<file path="src/stpr_pkg.sv">
// Shared types and constants for the stepper axis ramp controller.
// No dependencies; imported by every module of the block.
`timescale 1ns / 1ps

package stpr_pkg;

    // command codes carried in the func field
    localparam logic [2:0] FUNC_TICK    = 3'd0;
    localparam logic [2:0] FUNC_MOVEABS = 3'd1;
    localparam logic [2:0] FUNC_MOVEREL = 3'd2;
    localparam logic [2:0] FUNC_STOP    = 3'd3;
    localparam logic [2:0] FUNC_ENABLE  = 3'd4;
    localparam logic [2:0] FUNC_DISABLE = 3'd5;
    localparam logic [2:0] FUNC_ZERO    = 3'd6;

    // configuration register indexes
    localparam logic [1:0] CFG_TARGET_SPEED = 2'd0;
    localparam logic [1:0] CFG_ACCELERATION = 2'd1;
    localparam logic [1:0] CFG_STEPS_UNIT   = 2'd2;

    localparam logic [23:0] SPEED_FLOOR = 24'd2560;  // 10.0 in Q16.8
    localparam logic [63:0] US_PER_S    = 64'd1000000;

    // x / 1e6 == ((x >> 6) * R) >> 48 for x < 2^40, R = ceil(2^48 / 15625);
    // R is split as RECIP_HI * 2^24 + RECIP_LO to fit the 24-bit multiplier port
    localparam logic [23:0] RECIP_LO = 24'd12445742;
    localparam logic [23:0] RECIP_HI = 24'd1073;

    // shared multiply unit
    localparam logic MDU_MUL = 1'b0;  // acc = a * b
    localparam logic MDU_MAC = 1'b1;  // acc = (previous acc >> 24) + a * b

    localparam logic [4:0] LEN_ELAPSED = 5'd16;  // accel * elapsed_us
    localparam logic [4:0] LEN_RCP_LO  = 5'd24;  // y * RECIP_LO
    localparam logic [4:0] LEN_RCP_HI  = 5'd11;  // y * RECIP_HI, RECIP_HI < 2^11
    localparam logic [4:0] LEN_ACCEL   = 5'd24;  // remaining * accel
    localparam logic [4:0] LEN_SPEED   = 5'd24;  // speed * speed
    localparam logic [4:0] LEN_SPU     = 5'd16;  // speed^2 * steps_per_unit

    typedef struct packed {
        logic [2:0]         func;
        logic signed [31:0] value;
        logic [15:0]        elapsed_us;
    } in_t;

    typedef struct packed {
        logic               accepted;
        logic               step_pulse;
        logic               direction;
        logic signed [31:0] position;
        logic [23:0]        speed;
        logic               moving;
        logic               enabled;
        logic               homed;
    } out_t;

    typedef struct packed {
        logic [23:0] target_speed;
        logic [23:0] acceleration;
        logic [15:0] steps_per_unit;
    } cfg_t;

    typedef struct packed {
        logic        start;
        logic        op;
        logic [63:0] a;
        logic [23:0] b;
        logic [4:0]  len;
    } mdu_req_t;

    typedef struct packed {
        logic        done;
        logic [63:0] result;
    } mdu_rsp_t;

endpackage

</file>
<file path="src/stpr_mdu.sv">
// Bit-serial shift-add multiplier built around one 64-bit adder; the MAC form
// adds the high part of the previous product. Depends on stpr_pkg.
`timescale 1ns / 1ps

module stpr_mdu import stpr_pkg::*; (
    input  logic     aclk,
    input  logic     aresetn,
    input  mdu_req_t req,
    output mdu_rsp_t rsp
);

    logic        busy_reg;
    logic        done_reg;
    logic [4:0]  cnt_reg;
    logic [63:0] acc_reg;
    logic [63:0] a_reg;
    logic [23:0] b_reg;

    logic [63:0] sum;

    // acc += a when b[0]
    assign sum = acc_reg + (b_reg[0] ? a_reg : 64'd0);

    always_ff @(posedge aclk) begin
        if (!aresetn) begin
            busy_reg <= 1'b0;
            done_reg <= 1'b0;
            cnt_reg  <= 5'd0;
        end else begin
            done_reg <= 1'b0;
            if (req.start && !busy_reg) begin
                busy_reg <= 1'b1;
                cnt_reg  <= req.len;
            end else if (busy_reg) begin
                cnt_reg <= cnt_reg - 5'd1;
                if (cnt_reg == 5'd1) begin
                    busy_reg <= 1'b0;
                    done_reg <= 1'b1;
                end
            end
        end
    end

    always_ff @(posedge aclk) begin
        if (req.start && !busy_reg) begin
            // MAC seeds the sum with the previous product's bits from 24 up
            acc_reg <= (req.op == MDU_MAC) ? (acc_reg >> 24) : 64'd0;
            a_reg   <= req.a;
            b_reg   <= req.b;
        end else if (busy_reg) begin
            acc_reg <= sum;
            a_reg   <= a_reg << 1;
            b_reg   <= b_reg >> 1;
        end
    end

    assign rsp.done   = done_reg;
    assign rsp.result = acc_reg;

endmodule

</file>
<file path="src/stpr_ctrl.sv">
// Command sequencer and axis state: decodes commands, drives the shared
// multiply unit through the ramp math, commits state. Depends on stpr_pkg.
`timescale 1ns / 1ps

module stpr_ctrl import stpr_pkg::*; (
    input  logic     aclk,
    input  logic     aresetn,
    input  logic     s_valid,
    output logic     s_ready,
    input  in_t      s_data,
    input  cfg_t     cfg,
    output logic     res_valid,
    input  logic     res_ready,
    output out_t     res_data,
    output mdu_req_t mdu_req,
    input  mdu_rsp_t mdu_rsp
);

    localparam logic [2:0] ST_IDLE    = 3'd0;
    localparam logic [2:0] ST_CHG_MUL = 3'd1;
    localparam logic [2:0] ST_RCP_LO  = 3'd2;
    localparam logic [2:0] ST_RCP_HI  = 3'd3;
    localparam logic [2:0] ST_REM_MUL = 3'd4;
    localparam logic [2:0] ST_SQ_MUL  = 3'd5;
    localparam logic [2:0] ST_SPU_MUL = 3'd6;
    localparam logic [2:0] ST_FINISH  = 3'd7;

    logic [2:0]  state_reg, state_next;
    logic [2:0]  func_reg;
    logic [31:0] value_reg;
    logic [33:0] y_reg;
    logic [20:0] change_reg;
    logic [56:0] lhs_reg;
    logic [54:0] rhs_reg;

    logic [31:0] pos_reg, tgt_reg;
    logic [23:0] spd_reg;
    logic        moving_reg, enabled_reg, homed_reg;

    logic [31:0] pos_next, tgt_next;
    logic [23:0] spd_next;
    logic        moving_next, enabled_next, homed_next;
    logic        accepted, pulse, dir;

    logic [32:0] delta;
    logic [32:0] remaining;
    logic        tick_go;
    logic        commit;
    logic        decel;
    logic [24:0] floor_sum;
    logic [24:0] up_sum;
    logic [24:0] down_diff;

    assign delta     = {tgt_reg[31], tgt_reg} - {pos_reg[31], pos_reg};
    assign remaining = delta[32] ? (33'd0 - delta) : delta;
    assign tick_go   = (s_data.func == FUNC_TICK) && moving_reg && enabled_reg
                       && (cfg.acceleration != 24'd0);
    assign s_ready   = (state_reg == ST_IDLE);
    assign res_valid = (state_reg == ST_FINISH);
    assign commit    = res_valid && res_ready;

    // sequencer and unit requests
    always_comb begin
        state_next = state_reg;
        mdu_req    = '0;
        case (state_reg)
            ST_IDLE: begin
                if (s_valid) begin
                    if (tick_go) begin
                        mdu_req.start = 1'b1;
                        mdu_req.op    = MDU_MUL;
                        mdu_req.a     = {40'd0, cfg.acceleration};
                        mdu_req.b     = {8'd0, s_data.elapsed_us};
                        mdu_req.len   = LEN_ELAPSED;
                        state_next    = ST_CHG_MUL;
                    end else begin
                        state_next = ST_FINISH;
                    end
                end
            end
            ST_CHG_MUL: begin
                // x / 1e6 by reciprocal: low half of R first, on y = x >> 6
                if (mdu_rsp.done) begin
                    mdu_req.start = 1'b1;
                    mdu_req.op    = MDU_MUL;
                    mdu_req.a     = {30'd0, mdu_rsp.result[39:6]};
                    mdu_req.b     = RECIP_LO;
                    mdu_req.len   = LEN_RCP_LO;
                    state_next    = ST_RCP_LO;
                end
            end
            ST_RCP_LO: begin
                if (mdu_rsp.done) begin
                    mdu_req.start = 1'b1;
                    mdu_req.op    = MDU_MAC;
                    mdu_req.a     = {30'd0, y_reg};
                    mdu_req.b     = RECIP_HI;
                    mdu_req.len   = LEN_RCP_HI;
                    state_next    = ST_RCP_HI;
                end
            end
            ST_RCP_HI: begin
                if (mdu_rsp.done) begin
                    mdu_req.start = 1'b1;
                    mdu_req.op    = MDU_MUL;
                    mdu_req.a     = {31'd0, remaining};
                    mdu_req.b     = cfg.acceleration;
                    mdu_req.len   = LEN_ACCEL;
                    state_next    = ST_REM_MUL;
                end
            end
            ST_REM_MUL: begin
                if (mdu_rsp.done) begin
                    mdu_req.start = 1'b1;
                    mdu_req.op    = MDU_MUL;
                    mdu_req.a     = {40'd0, spd_reg};
                    mdu_req.b     = spd_reg;
                    mdu_req.len   = LEN_SPEED;
                    state_next    = ST_SQ_MUL;
                end
            end
            ST_SQ_MUL: begin
                if (mdu_rsp.done) begin
                    mdu_req.start = 1'b1;
                    mdu_req.op    = MDU_MUL;
                    mdu_req.a     = {16'd0, mdu_rsp.result[47:0]};
                    mdu_req.b     = {8'd0, cfg.steps_per_unit};
                    mdu_req.len   = LEN_SPU;
                    state_next    = ST_SPU_MUL;
                end
            end
            ST_SPU_MUL: begin
                if (mdu_rsp.done) begin
                    state_next = ST_FINISH;
                end
            end
            ST_FINISH: begin
                if (res_ready) begin
                    state_next = ST_IDLE;
                end
            end
            default: state_next = ST_IDLE;
        endcase
    end

    // next axis state for the held command
    always_comb begin
        pos_next     = pos_reg;
        tgt_next     = tgt_reg;
        spd_next     = spd_reg;
        moving_next  = moving_reg;
        enabled_next = enabled_reg;
        homed_next   = homed_reg;
        accepted     = 1'b0;
        pulse        = 1'b0;
        dir          = 1'b0;
        decel        = ({2'd0, lhs_reg} <= {4'd0, rhs_reg});
        floor_sum    = {1'b0, SPEED_FLOOR} + {4'd0, change_reg};
        up_sum       = {1'b0, spd_reg} + {4'd0, change_reg};
        down_diff    = {1'b0, spd_reg} - {4'd0, change_reg};
        case (func_reg)
            FUNC_TICK: begin
                if (moving_reg && enabled_reg) begin
                    accepted = 1'b1;
                    if (cfg.acceleration != 24'd0) begin
                        if (decel) begin
                            spd_next = ({1'b0, spd_reg} < floor_sum) ? SPEED_FLOOR
                                                                      : down_diff[23:0];
                        end else if (spd_reg < cfg.target_speed) begin
                            spd_next = (up_sum > {1'b0, cfg.target_speed}) ?
                                       cfg.target_speed : up_sum[23:0];
                        end
                    end
                    if (delta == 33'd0) begin
                        moving_next = 1'b0;
                        spd_next    = 24'd0;
                    end else begin
                        pulse    = 1'b1;
                        dir      = !delta[32];
                        pos_next = dir ? pos_reg + 32'd1 : pos_reg - 32'd1;
                    end
                end
            end
            FUNC_MOVEABS, FUNC_MOVEREL: begin
                if (enabled_reg) begin
                    tgt_next    = (func_reg == FUNC_MOVEABS) ? value_reg
                                                             : pos_reg + value_reg;
                    moving_next = 1'b1;
                    accepted    = 1'b1;
                end
            end
            FUNC_STOP, FUNC_DISABLE: begin
                if (func_reg == FUNC_DISABLE) begin
                    enabled_next = 1'b0;
                end
                moving_next = 1'b0;
                tgt_next    = pos_reg;
                spd_next    = 24'd0;
                accepted    = 1'b1;
            end
            FUNC_ENABLE: begin
                enabled_next = 1'b1;
                accepted     = 1'b1;
            end
            FUNC_ZERO: begin
                pos_next   = 32'd0;
                homed_next = 1'b1;
                accepted   = 1'b1;
            end
            default: ;
        endcase
    end

    always_comb begin
        res_data.accepted   = accepted;
        res_data.step_pulse = pulse;
        res_data.direction  = dir;
        res_data.position   = pos_next;
        res_data.speed      = spd_next;
        res_data.moving     = moving_next;
        res_data.enabled    = enabled_next;
        res_data.homed      = homed_next;
    end

    always_ff @(posedge aclk) begin
        if (!aresetn) begin
            state_reg   <= ST_IDLE;
            pos_reg     <= 32'd0;
            tgt_reg     <= 32'd0;
            spd_reg     <= 24'd0;
            moving_reg  <= 1'b0;
            enabled_reg <= 1'b0;
            homed_reg   <= 1'b0;
        end else begin
            state_reg <= state_next;
            if (commit) begin
                pos_reg     <= pos_next;
                tgt_reg     <= tgt_next;
                spd_reg     <= spd_next;
                moving_reg  <= moving_next;
                enabled_reg <= enabled_next;
                homed_reg   <= homed_next;
            end
        end
    end

    // command and intermediate results
    always_ff @(posedge aclk) begin
        if (s_valid && s_ready) begin
            func_reg  <= s_data.func;
            value_reg <= s_data.value;
        end
        if (mdu_rsp.done) begin
            case (state_reg)
                ST_CHG_MUL: y_reg      <= mdu_rsp.result[39:6];
                ST_RCP_HI:  change_reg <= mdu_rsp.result[44:24];
                ST_REM_MUL: lhs_reg    <= mdu_rsp.result[56:0];
                ST_SPU_MUL: rhs_reg    <= mdu_rsp.result[63:9];
                default: ;
            endcase
        end
    end

endmodule

</file>
<file path="src/stepper_axis_ramp_stepper_core.sv">
// Top level of the stepper axis ramp controller: configuration registers,
// result register, sequencer and shared unit. Depends on stpr_pkg, stpr_mdu, stpr_ctrl.
//
//   channel  | ports                          | beat
//   ---------+--------------------------------+-------------------------------
//   command  | s_valid / s_ready / s_data     | one in_t command
//   result   | m_valid / m_ready / m_data     | one out_t status per command
//   config   | cfg_wr_en / cfg_index / cfg_wdata | one register write, no wait
//
// A tick that runs the ramp update makes six serial passes of the shared 64-bit adder,
// one per multiply and each as long as its LEN_ constant in stpr_pkg, with a hand-off
// state after each, then the result register. Every other command goes straight to the
// result register. One command is in work at a time.
// A finished result waits in the output register; the next command is taken
// while it waits, and the sequencer holds at its last step if it is still full.
// Reset is synchronous, active low; it clears axis state and returns configuration
// to its defaults.
`timescale 1ns / 1ps

module stepper_axis_ramp_stepper_core import stpr_pkg::*; (
    input  logic        aclk,
    input  logic        aresetn,
    input  logic        s_valid,
    output logic        s_ready,
    input  in_t         s_data,
    output logic        m_valid,
    input  logic        m_ready,
    output out_t        m_data,
    input  logic        cfg_wr_en,
    input  logic [1:0]  cfg_index,
    input  logic [23:0] cfg_wdata
);

    cfg_t     cfg_reg;
    logic     m_valid_reg;
    out_t     m_data_reg;
    logic     res_valid;
    logic     res_ready;
    out_t     res_data;
    mdu_req_t mdu_req;
    mdu_rsp_t mdu_rsp;

    always_ff @(posedge aclk) begin
        if (!aresetn) begin
            cfg_reg.target_speed   <= 24'd0;
            cfg_reg.acceleration   <= 24'd0;
            cfg_reg.steps_per_unit <= 16'd1;
        end else if (cfg_wr_en) begin
            case (cfg_index)
                CFG_TARGET_SPEED: cfg_reg.target_speed   <= cfg_wdata;
                CFG_ACCELERATION: cfg_reg.acceleration   <= cfg_wdata;
                CFG_STEPS_UNIT:   cfg_reg.steps_per_unit <= cfg_wdata[15:0];
                default: ;
            endcase
        end
    end

    assign res_ready = !m_valid_reg || m_ready;

    always_ff @(posedge aclk) begin
        if (!aresetn) begin
            m_valid_reg <= 1'b0;
        end else if (res_ready) begin
            m_valid_reg <= res_valid;
        end
    end

    always_ff @(posedge aclk) begin
        if (res_valid && res_ready) begin
            m_data_reg <= res_data;
        end
    end

    assign m_valid = m_valid_reg;
    assign m_data  = m_data_reg;

    stpr_ctrl u_ctrl (
        .aclk      (aclk),
        .aresetn   (aresetn),
        .s_valid   (s_valid),
        .s_ready   (s_ready),
        .s_data    (s_data),
        .cfg       (cfg_reg),
        .res_valid (res_valid),
        .res_ready (res_ready),
        .res_data  (res_data),
        .mdu_req   (mdu_req),
        .mdu_rsp   (mdu_rsp)
    );

    stpr_mdu u_mdu (
        .aclk    (aclk),
        .aresetn (aresetn),
        .req     (mdu_req),
        .rsp     (mdu_rsp)
    );

endmodule

</file>
<file path="config.mk">
export PLATFORM = sky130hd
export DESIGN_NAME = stepper_axis_ramp_stepper_core
export DESIGN_NICKNAME = d
export VERILOG_FILES = /design/src/stpr_pkg.sv /design/src/stpr_mdu.sv /design/src/stpr_ctrl.sv /design/src/stepper_axis_ramp_stepper_core.sv
export SDC_FILE = /design/constraint.sdc
export NUM_CORES = 2
export LEC_CHECK = 0
export ABC_AREA = 1
export BUFFER_PORTS_ARGS = -buffer_cell sky130_fd_sc_hd__buf_2
export CAP_MARGIN = 0
export CORE_AREA = 2 2 322 324
export DETAILED_ROUTE_END_ITERATION = 7
export DIE_AREA = 0 0 324 326
export GPL_ROUTABILITY_DRIVEN = 0
export SETUP_SLACK_MARGIN = 0.3
export SYNTH_ARGS = -nofsm -noshare
export SYNTH_HDL_FRONTEND = slang
export SYNTH_SLANG_ARGS = --single-unit
</file>
<file path="constraint.sdc">
create_clock -name aclk -period 7.45 [get_ports aclk]
set_input_delay 1.49 -clock aclk [delete_from_list [all_inputs] [get_ports aclk]]
set_output_delay 1.49 -clock aclk [all_outputs]
set_load 0.02 [all_outputs]
</file>
* Word-level counts from Yosys, hierarchy flattened
Cells that the tools add are included.
Word-level totals: input bits 82, bits in registers 582
Cells by class: equality and inequality tests 25, $add $sub $neg 10, bitwise gates (word level) 4, magnitude comparators 4, reduce and logical (&&, ||, !) cells 34, mux-type cells 59
Operator list (number):
- 95-bit 2-to-1 mux | 7
- 95-bit case mux with 6 select lines | 1
- 64-bit 2-to-1 mux | 5
- 24-bit 2-to-1 mux | 9
- 32-bit 2-to-1 mux | 5
- 32-bit case mux with 2 select lines | 2
- 64-bit adder | 1
- 57-bit by 55-bit <= comparator with 1-bit output | 1
- 24-bit case mux with 2 select lines | 1
- 40-bit 2-to-1 mux | 1
- 33-bit zero test | 1
- 33-bit 2-to-1 mux | 1
- 1-bit by 33-bit subtractor with 33-bit output (first input constant) | 1
- 32-bit by 32-bit subtractor with 33-bit output | 1
- 32-bit by 1-bit adder with 32-bit output (second input constant) | 1
- 32-bit adder | 1
- 32-bit by 1-bit subtractor with 32-bit output (second input constant) | 1
- 3-bit 2-to-1 mux | 9
- 24-bit by 21-bit adder with 25-bit output | 1
- 25-bit by 24-bit greater-than comparator with 1-bit output | 1
- 24-bit by 25-bit less-than comparator with 1-bit output | 1
- 24-bit less-than comparator | 1
- 3-bit case mux with 8 select lines | 1
- 24-bit nonzero test | 1
- 28 further kinds | 81

* Longest topological paths before layout
depth after elaboration 9, depth in mapped cells 38

* Cells and area by module
Synthesis repeated with hierarchy kept, for this count alone.
Unflattened totals: cells, all modules 6358, area total of the unflattened synthesis 44068.5 um^2
By module, submodules not included:
- stpr_ctrl | times used 1, area each 26555.5 um^2, cells each 3850
- stpr_mdu | times used 1, area each 12902.4 um^2, cells each 2027
- stepper_axis_ramp_stepper_core | times used 1, area each 4610.7 um^2, cells each 481

* Worst setup path after synthesis
OpenSTA, ideal clock, no wires.
kind input to register, from in s_valid, to reg u_mdu.cnt_reg[3], data required time 7328 ps, cell stages on the path 8, arrival time 7331 ps, path buffers 0, path slack -3 ps, library setup time 122 ps, path through inv_1 > nor2_1 > nand2_1 > o2111ai_1 > nor2_1 > inv_1 > o21ai_0 > a31oi_1
Between the ends: word-level cells in the longest chain between the ends 4, elaborated cells between the ends (all ways) 5, classes of those cells 3 x mux; 2 x reduce/logical
Ends and longest elaborated chain:
- from (decl) | RTL line stepper_axis_ramp_stepper_core.sv:23 | input logic s_valid,
- 95-bit 2-to-1 mux * | RTL line stpr_ctrl.sv:68 | if (s_valid) begin
- 95-bit case mux with 6 select lines * | RTL line stpr_ctrl.sv:66 | case (state_reg)
- 1-bit logical AND | RTL line stpr_mdu.sv:31 | if (req.start && !busy_reg) begin
- 5-bit 2-to-1 mux / 2-bit nonzero test (equally long branches)
- to (signal assigned) | RTL line stpr_mdu.sv:33 | cnt_reg <= req.len;
- to (signal assigned) | RTL line stpr_mdu.sv:35 | cnt_reg <= cnt_reg - 5'd1;
- to (decl) | RTL line stpr_mdu.sv:14 | logic [4:0] cnt_reg;
Every way passes the cells marked *; elsewhere a longest branch is shown, timed or not. A chain may end at the register's enable or synchronous reset.

* Final worst setup path
from reg u_ctrl.pos_reg[23], to reg u_ctrl.pos_reg[23]
Between the ends: word-level cells in the longest chain between the ends 5, elaborated cells between the ends (all ways) 8, classes of those cells 3 x add/sub; 4 x mux; 1 x reduce/logical
Ends and longest elaborated chain:
- from (decl) | RTL line stpr_ctrl.sv:36 | logic [31:0] pos_reg, tgt_reg;
- from (signal assigned) | RTL line stpr_ctrl.sv:237 | pos_reg <= pos_next;
- 32-bit by 32-bit subtractor with 33-bit output (tied with other cells) | RTL line stpr_ctrl.sv:54 | assign delta = {tgt_reg[31], tgt_reg} - {pos_reg[31], pos_reg};
- 33-bit zero test / 32-bit 2-to-1 mux (equally long branches) | RTL line stpr_ctrl.sv:174, stpr_ctrl.sv:180
- 32-bit 2-to-1 mux | RTL line stpr_ctrl.sv:174 | if (delta == 33'd0) begin
- 32-bit 2-to-1 mux | RTL line stpr_ctrl.sv:163 | if (moving_reg && enabled_reg) begin
- 32-bit case mux with 2 select lines * | RTL line stpr_ctrl.sv:161 | case (func_reg)
Marks and branches as above.

==> results.md <==
* Status: finished clean
* Switch share at 44.2%
* Slew @ Worst Pin at approximately 1.4 ns
* CTS Root Cell: clkbuf_16
* Min-Delay Endpoint: u_ctrl.homed_reg
* CP startpoint kind: flop
* Leakage at 21.8 nW
* Rel. slew slack at a little under a tenth
* Worst hold-check path type: flop to flop
* Post-Place Cells at about 7200
* Arrival @ worst endpoint at between 6 and 7 ns
* Wire per inst at 21.5 um
* Final ANT Viol Nets at 0
* Port buffer count at roughly 150
* Tcrit/Tclk final at between 70% and 80%
* Congestion Overflow GR at 0
* Largest area contributor in the netlist: edfxtp_1
* First-pass GRT wire length at between 200 and 250 mm
* Flop-to-flop setup slack at 1.86 ns
* Crit-path most repeated cell: nand2_1
* CP max stage cell: inv_2
* Total setup buffers inserted after CTS at 0
* Finished Layout Cells at around 7300
* VDD IR max at 0.000418 V
* Number of cells on the worst hold path at 2
* Placed wire-length estimate at 118 mm
* Synth Instances at 5821
* Fill cells at 10364
* M2 GR Usage at a little over two fifths
* Overall Power at approximately 13 mW
* Initial DRC Count at 4979
* Initial Util at 41.4%
* Synth cell count leaders: nand2_1, inv_1, a21oi_1, nor2_1, edfxtp_1
* Main flop type after synthesis: edfxtp_1
* Met3 Use GR at 4.74%
* EDFF count, synth at 416
* Syn avg cell area at 7.30 um^2
* Worst reg2reg path startpoint: u_ctrl.pos_reg[23]
* Crit. End Element: flop
* Setup_tns at 0 ns
* Crit path required time at 8.01 ns
* DIE HEIGHT at 326 um
* Met1 usage at 40.6%
* Switch Pwr at 5.81 mW
* Yosys top cell area share at a little under 30%
* Final-report max-slew violation count at 0
* Post-synthesis async set-or-reset flop share at 0%
* CP max stage delay at 0.50 ns
* Largest net degree at the start of global routing at 93
* Top-count cell post-synth: nand2_1
* Max Cap Viol at 0
* Clk pwr share at between 20% and 30%
* Sequential share of the synthesized area at 37.2%
* Syn_nets at 6225
* Area growth, synth to finish at 10.8%
* Pwr Density at 279 nW/um^2
* CTS tree: yes
* Area of the multi-input gates at 22900 um^2
* Library cells used by synthesis at 62
* DRC violations left at 0
* Worst-Skew Late Latency at roughly 0.67 ns
* CORE AREA at 103000 um^2
* Hold Crit Start: u_ctrl.homed_reg
* Vias per std cell at 5.74
* Maximum clock rate at 179 MHz
* Io pins at 146
* Fin Hold WS at 0.459 ns
* Flop pwr share at 28.0%
* Yosys warns at 0
* DIE AREA at approximately 110000 um^2
* Final setup vio count at 0
* Clock Skews at a little over 0.04 ns
* Final nets at 6296
* Comb pwr share at 43.6%
* Hold_buf cts at 0
* WL final at 157 mm
* Period minus WS final at ~5.6 ns
* GRT Max-Usage Layer: met2
* Storage element area at 15800 um^2
* Drt first pass iters at 6
* Die X-Extent at 324 um
* Synthesized flop and latch total at 582
* Fraction of layout cells with a size suffix above 1 at under 10%
* Clock transition at the registers of the reported paths at roughly 0.060 ns
* Max clock buf depth at 3
* Synthesized area at about 42000 um^2
* Vias in the first global route at 38291
* CTS H-tree lvls at 3
* CTS buffer count at 72
* R2r worst-path depth at 30
* Clock sinks at just under 600
* Row cnt at 118
* # resized after CTS at 0
* RR Endpoint: u_ctrl.pos_reg[23]
* RSZ-0062 raised after global routing: false
* Crit path kind: flop to flop
* Via Count at 42068
* Final Hold Fails at 0
* Initial antenna violation count at 3
* GRT Total Usage at 29.0%
* Dominant cells by area after synthesis: edfxtp_1, nand2_1, ha_1, dfxtp_1, inv_1
* Pint at ~7.3 mW
* Largest fanout on the critical path at 24
==> how the worst max path moves through the flow <==
stage / startpoint / end / slack, ns / cells past startpoint
6_report: u_ctrl.pos_reg[23] / u_ctrl.pos_reg[23] / 1.86 / 30
5_1_grt: u_ctrl.pos_reg[23] / u_ctrl.pos_reg[28] / 1.32 / 28
4_1_cts: u_ctrl.pos_reg[23] / u_ctrl.pos_reg[28] / 2.01 / 28
3_5_place_dp: u_ctrl.pos_reg[23] / u_ctrl.pos_reg[28] / 2.05 / 28
3_3_place_gp: u_ctrl.pos_reg[0] / u_ctrl.pos_reg[23] / 2.14 / 33
2_1_floorplan: s_valid / u_mdu.cnt_reg[3] / 1.55 / 8
==> critical path: cells and delay by family (launching register included) <==
family | cells | cell delay (ns)
and+or+nand+nor | 16 | 1.42
DFF | 1 | 0.41
AOI/OAI and AO/OA | 8 | 2.12
buffers and inverters | 4 | 0.73
adders and majority gates | 2 | 0.77
==> metrics by stage <==
| stage | instance area [um^2] | util [%] | worst slack (ns) |
|---|---|---|---|
| 6_report | 47100 | 45.9 | 1.86 |
| 5_1_grt | 47100 | 45.9 | 1.32 |
| 4_1_cts | 47100 | 45.9 | 2.01 |
| 3_3_place_gp | 44600 | 43.5 | 2.14 |
| 2_1_floorplan | 42500 | - | 1.55 |
| 3_5_place_dp | 44600 | 43.5 | 2.05 |
==> metal layers <==
| metal | share of wire [%] | wire length (um) | up-vias |
|---|---|---|---|
| li1 | - | - | 19835 |
| met1 | 42 | 66700 | 19666 |
| met2 | 43 | 67600 | 2196 |
| met3 | 9.7 | 15300 | 369 |
| met4 | 4.9 | 7730 | 2 |
| met5 | 0.0083 | 13 | - |
==> kinds of logic after synthesis <==
kind of cell | after synthesis | share of synthesized area (%)
xor gates and xnor gates | 133 | 2.79
buffers and inverters | 989 | 8.92
DFF | 582 | 37.2
adders and majority gates | 322 | 9.59
AOI/OAI and AO/OA | 1227 | 16.3
and+or+nand+nor | 2568 | 25.2
==> cell usage in the layout, fill, tap and decap left out, drive strengths merged, types with 60 or more instances in the layout <==
cell type	synthesis	layout
ha	316	316
nor2	514	514
nand4	111	111
nor3	67	67
buf	48	199
a31oi	60	60
nand2	1430	1430
xor2	92	92
a21oi	574	574
nand3	388	388
dfxtp	166	166
inv	784	788
edfxtp	416	416
o21ai	358	358
clkbuf	154	81
==> area by class of cell <==
cell class | count | share of cell area [%]
sequential | 582 | 33.6
timing repair buffer | 199 | 2.46
clock buffer | 81 | 4.03
antenna | 1 | 0.00531
multi-input combinational | 4250 | 48.7
inverter | 787 | 6.29
tap | 1380 | 3.67
clock inverter | 52 | 1.23
==> power by group through the flow <==
stage / clock (mW) / combinational [mW] / sequential, mW
6_report: 3.73 / 5.73 / 3.69
3_5_place_dp: 0 / 5.54 / 3.75
4_1_cts: 3.77 / 5.57 / 3.68
5_1_grt: 3.89 / 6.31 / 3.69
2_1_floorplan: 0 / 4.02 / 3.70
3_3_place_gp: 0 / 5.52 / 3.75
(Power assumes the default switching activity.)
